--- config.mk ---
export PLATFORM = sky130hd
export DESIGN_NAME = iale_cell
export DESIGN_NICKNAME = d
export VERILOG_FILES = /design/src/hw/rtl/iale_pkg.sv /design/src/hw/rtl/iale_cell.sv
export SDC_FILE = /design/constraint.sdc
export NUM_CORES = 1
export LEC_CHECK = 0
export ABC_AREA = 1
export BUFFER_PORTS_ARGS = -buffer_cell sky130_fd_sc_hd__buf_4
export CAP_MARGIN = 5
export CORE_AREA = 2 2 97 75
export CTS_CLUSTER_SIZE = 14
export DETAILED_ROUTE_END_ITERATION = 12
export DIE_AREA = 0 0 99 77
export PLACE_DENSITY_LB_ADDON = 0.08
export SYNTH_ARGS = -nofsm -noshare
export SYNTH_HDL_FRONTEND = slang
export SYNTH_SLANG_ARGS = --single-unit
--- constraint.sdc ---
create_clock -name clk -period 4.9 [get_ports clk]
set_clock_uncertainty 0.1 [all_clocks]
set_input_delay 0.735 -clock clk [delete_from_list [all_inputs] [get_ports clk]]
set_output_delay 0.735 -clock clk [all_outputs]
set_load 0.05 [all_outputs]
--- src/hw/rtl/iale_pkg.sv ---
// Shared types, codes and sizes for the indexed array list engine.
package iale_pkg;

  localparam int CAPACITY = 128;
  localparam int CNT_W    = $clog2(CAPACITY + 1);
  localparam int GROUP    = 8;
  localparam int NGROUP   = (CAPACITY + GROUP - 1) / GROUP;

  typedef enum logic [2:0] {
    OP_READ       = 3'd0,
    OP_INSERT_AT  = 3'd1,
    OP_DELETE_AT  = 3'd2,
    OP_PUSH_FRONT = 3'd3,
    OP_PUSH_BACK  = 3'd4,
    OP_POP_FRONT  = 3'd5,
    OP_POP_BACK   = 3'd6
  } op_t;

  typedef enum logic [1:0] {
    STAT_OK        = 2'd0,
    STAT_BAD_INDEX = 2'd1,
    STAT_FULL      = 2'd2,
    STAT_EMPTY     = 2'd3
  } status_t;

  typedef enum logic [1:0] {
    CMD_HOLD,
    CMD_OPEN,
    CMD_CLOSE,
    CMD_PUT
  } cmd_kind_t;

  typedef enum logic {
    FSM_IDLE,
    FSM_GATHER
  } fsm_t;

  typedef struct packed {
    logic [2:0]         op;
    logic [7:0]         position;
    logic signed [31:0] item_value;
  } in_item_t;

  typedef struct packed {
    status_t            status;
    logic signed [31:0] read_value;
    logic [7:0]         entry_count;
  } out_item_t;

  // Broadcast to every cell of the row.
  typedef struct packed {
    cmd_kind_t   kind;
    logic [CNT_W-1:0] at;
    logic [CNT_W-1:0] sel;
    logic [31:0] word;
  } cmd_t;

endpackage

--- src/hw/rtl/iale_cell.sv ---
// One list slot: holds one word and trades it with its neighbors on shifts.
module iale_cell (
  input  logic              clk,
  input  logic [iale_pkg::CNT_W-1:0] idx,
  input  iale_pkg::cmd_t    cmd,
  input  logic [31:0]       lower_value,
  input  logic [31:0]       upper_value,
  output logic [31:0]       value,
  output logic [31:0]       tap
);
  import iale_pkg::*;

  logic [31:0] value_r;
  logic [31:0] value_nxt;

  always_comb begin
    value_nxt = value_r;
    case (cmd.kind)
      CMD_OPEN: begin
        if (idx > cmd.at) begin
          value_nxt = lower_value;
        end else if (idx == cmd.at) begin
          value_nxt = cmd.word;
        end
      end
      CMD_CLOSE: begin
        if (idx >= cmd.at) begin
          value_nxt = upper_value;
        end
      end
      CMD_PUT: begin
        if (idx == cmd.at) begin
          value_nxt = cmd.word;
        end
      end
      default: value_nxt = value_r;
    endcase
  end

  always_ff @(posedge clk) begin
    value_r <= value_nxt;
  end

  assign value = value_r;
  // Offer the stored word to the read tree only when selected.
  assign tap   = (idx == cmd.sel) ? value_r : 32'd0;

endmodule

==> run metrics <==
Post-Synth Simple-Gate Area=37.30%; cell count after synthesis=436; net switching power figure=424.9 µW; residual overflow from global routing=0; final weighted congestion of routability-driven global placement=0.8076; unrepaired setup endpoints after global routing=false; filler instances=636; outcome=finished, final reports clean; clock insertion delay at the later pin of the skew report=0.28 ns; EDFF count, synth=32; achievable clock frequency=284.8 MHz; Clock Tree Buf Depth=2; worst min-delay path startpoint=value[7]$_DFFE_PP_; data arrival time of the critical path=2.68 ns; total power per unit cell area=246.9 mW/mm²; area fraction of the dominant cell type after synthesis=34.22%; total of cells resized after clock tree synthesis=0; quantity of I/O buffers inserted on ports=186; fraction of layout instances using a drive strength above 1=33.61%; Synth Area in Compound Gates=6.774%; net count of the finished layout=737; Tightest Pin Transition=1.016 ns; post-detailed-route DRC marker count=0; Initial Utilization=42.10%; flop2flop setup slack=3.77 ns; # H-tree levels=2; startpoint kind of the worst setup timing path=primary input; RR Startpoint=value[14]$_DFFE_PP_; Core Footprint=0.006669 mm²; worst reg2reg endpoint=value[14]$_DFFE_PP_; count of nets left with antenna violations after detail routing=0; detailed placement HPWL=6601 µm; slowest stage cell on the critical path=sky130_fd_sc_hd__nand4_1; cell with the most instances on the worst path=sky130_fd_sc_hd__buf_4; top fanout value on the critical path=18; fin crit period=3.512 ns; post-synthesis net count=567; Max Slew Vio Count=0; timing endpoint of the critical path=tap[23]; Syn Area/Cell=6.440 µm²; required time of the critical path=4.07 ns; Crit path largest cell delay=0.59 ns; worst path cell trace=buf_4 -> or2_0 -> a21oi_1 -> nand4_1 -> buf_4 -> nor2_1 -> buf_4; path class of the lowest-slack min-delay path=reg2reg; Die H=77 µm; worst setup path category=in2out; number of synthesis warnings=0; Inserted Clock Buffers=5; Cell Area, Synth=0.002808 mm²; number of clock sinks=32; share of total power in combinational logic=44.9%; number of flip-flops under the largest register name=32; die width=99 µm; wire length of the first global-routing pass=14,370 µm; final cycle utilization of the critical path=71.67%; Final setup violation count=0; average vias per placed instance=4.792; Max Cap Viol=0; routed len/inst=12.95 µm; fraction of the yosys area taken by sequential cells=34.22%; dominant combinational cell family by area after synthesis=simple AND/OR/NAND/NOR gates; multiplexer fraction of the synthesized cell area=0%; leading post-synthesis cells by instance count=137 x sky130_fd_sc_hd__nand2_1, 77 x sky130_fd_sc_hd__inv_1, 64 x sky130_fd_sc_hd__nand3_1; most area-hungry cell type in the Yosys netlist=sky130_fd_sc_hd__edfxtp_1; design internal power=628.1 µW; Total Die Area=0.007623 mm²; Sw Share=40.36%; Area Growth Syn to Fin=51.92%; count of boundary I/O pins=187; share of flip-flops with an asynchronous set or reset after synthesis=0%; total detailed-routing wirelength=8949 µm; Netlist cell types=25; startpoint of the worst setup timing path=cmd[33]; reg2reg path depth=4; Std-Cell Rows=26; buffers inserted by post-CTS timing repair=0; vias in the first global route=3,047; multi-input logic area=0.001410 mm²; Rel. slew slack=32.20%; CP Capture Type=output pin; most common flop cell mapped by yosys=sky130_fd_sc_hd__edfxtp_1; count of vias placed by the detailed router=3,311; maximum number of pins on one net before global-route repair=67; detailed-routing iteration count for the pre-antenna-repair pass=4; number of DRC markers after the initial detailed-route iteration=150; antenna violations before repair=0; share of synthesized cell area in full adder, half adder and majority cells=3.565%; antenna cells=0; part of the power in registers=36.2%; part of the power in the clock network=18.9%; final sum of negative setup slack=0 ns; leading cell type by number of instances after synthesis=sky130_fd_sc_hd__nand2_1; CTS hold repair buffers=0; total count of hold-check failures in the final report=0; clock root buffer=sky130_fd_sc_hd__clkbuf_8; dominant cells by area after synthesis=sky130_fd_sc_hd__edfxtp_1 34%, sky130_fd_sc_hd__nand2_1 18%, sky130_fd_sc_hd__nand3_1 11%; total area of sequential cells=960.9 µm²; clock-pin slew on the worst setup and hold paths=0.07 ns; maximum VDD drop=118.4 µV; Post-Synth XOR/XNOR Area=2.184%; Core Util, Final=63.96%; TritonCTS clock tree=done; leakage power of the design=0.002375 µW; global-route usage over all layers=23.38%; Yosys reg bits=32
[cell usage in the layout (no fill, tap or decap)]
cell | netlist | final
sky130_fd_sc_hd__nor2_4 | 2 | 2
sky130_fd_sc_hd__a21oi_1 | 3 | 3
sky130_fd_sc_hd__nor2_2 | 1 | 1
sky130_fd_sc_hd__nand2_2 | 4 | 4
sky130_fd_sc_hd__or2_0 | 1 | 1
sky130_fd_sc_hd__ha_1 | 8 | 8
sky130_fd_sc_hd__nand3_1 | 64 | 64
sky130_fd_sc_hd__clkinv_2 | 0 | 2
sky130_fd_sc_hd__edfxtp_1 | 32 | 32
sky130_fd_sc_hd__xor2_1 | 7 | 7
sky130_fd_sc_hd__a21o_1 | 1 | 1
sky130_fd_sc_hd__clkbuf_8 | 0 | 5
sky130_fd_sc_hd__nand4_1 | 1 | 1
sky130_fd_sc_hd__nor2_1 | 39 | 39
sky130_fd_sc_hd__nand2_1 | 137 | 137
sky130_fd_sc_hd__inv_1 | 77 | 77
sky130_fd_sc_hd__o21bai_4 | 0 | 1
sky130_fd_sc_hd__inv_4 | 1 | 1
sky130_fd_sc_hd__clkinv_1 | 0 | 1
sky130_fd_sc_hd__o21ai_0 | 14 | 14
sky130_fd_sc_hd__buf_4 | 2 | 188
sky130_fd_sc_hd__o21ai_1 | 18 | 18
[power groups by stage]
stage | clock network (µW) | registers (µW) | logic, µW
finish | 199 | 381 | 473
global placement | 0 | 386 | 465
floorplan | 0 | 525 | 157
detailed placement | 0 | 386 | 474
global route | 214 | 386 | 512
CTS | 201 | 381 | 475
[worst max-delay path, delay by kind of cell]
family | cells | cell delay, ns
AND/OR/NAND/NOR | 3 | 0.95
AO/OA/AOI/OAI | 1 | 0.19
buffers and inverters | 3 | 0.79
[worst min path at each step]
stage,to,cells after the start
after floorplan,value[0]$_DFFE_PP_,4
after global placement,value[7]$_DFFE_PP_,4
after detailed placement,value[7]$_DFFE_PP_,4
after CTS,value[7]$_DFFE_PP_,4
after global routing,value[19]$_DFFE_PP_,5
final,value[7]$_DFFE_PP_,4
[metal layers]
| layer | GRT usage [%] | part of all wire [%] |
|---|---|---|
| met1 | 30.23 | 43 |
| met2 | 40.00 | 49 |
| met3 | 4.649 | 7.6 |
| met4 | 5.890 | 1.1 |
| met5 | 0 | 0 |
[cell type report]
class                   count  area share, %
clock buffers               5          1.613
well taps                  84          2.464
clock inverters             3         0.3227
inverters                  78          6.923
flip-flops and latches     32          22.53
multi-input cells         301          33.06
repair buffers            188          33.09
[stage by stage]
step | std cells | hold WS [ns] | instance area, µm² | setup slack [ns] | total power (µW)
after global placement | 683 | 0.6375 | 4183 | 1.375 | 850.6
after global routing | 691 | 0.7049 | 4265 | 1.239 | 1112
after floorplan | 436 | 0.8895 | 2808 | 1.219 | 682.1
after detailed placement | 683 | 0.6373 | 4183 | 1.326 | 859.4
final | 691 | 0.6645 | 4265 | 1.388 | 1053
after CTS | 691 | 0.6597 | 4265 | 1.358 | 1057
[logic make-up after synthesis]
logic type,count (synthesis)
flops,32
simple gates,249
fa+ha+maj,8
compound gates,37
xor+xnor,7
buf+inv,103
Note: power is estimated with default switching activity, not from simulation.
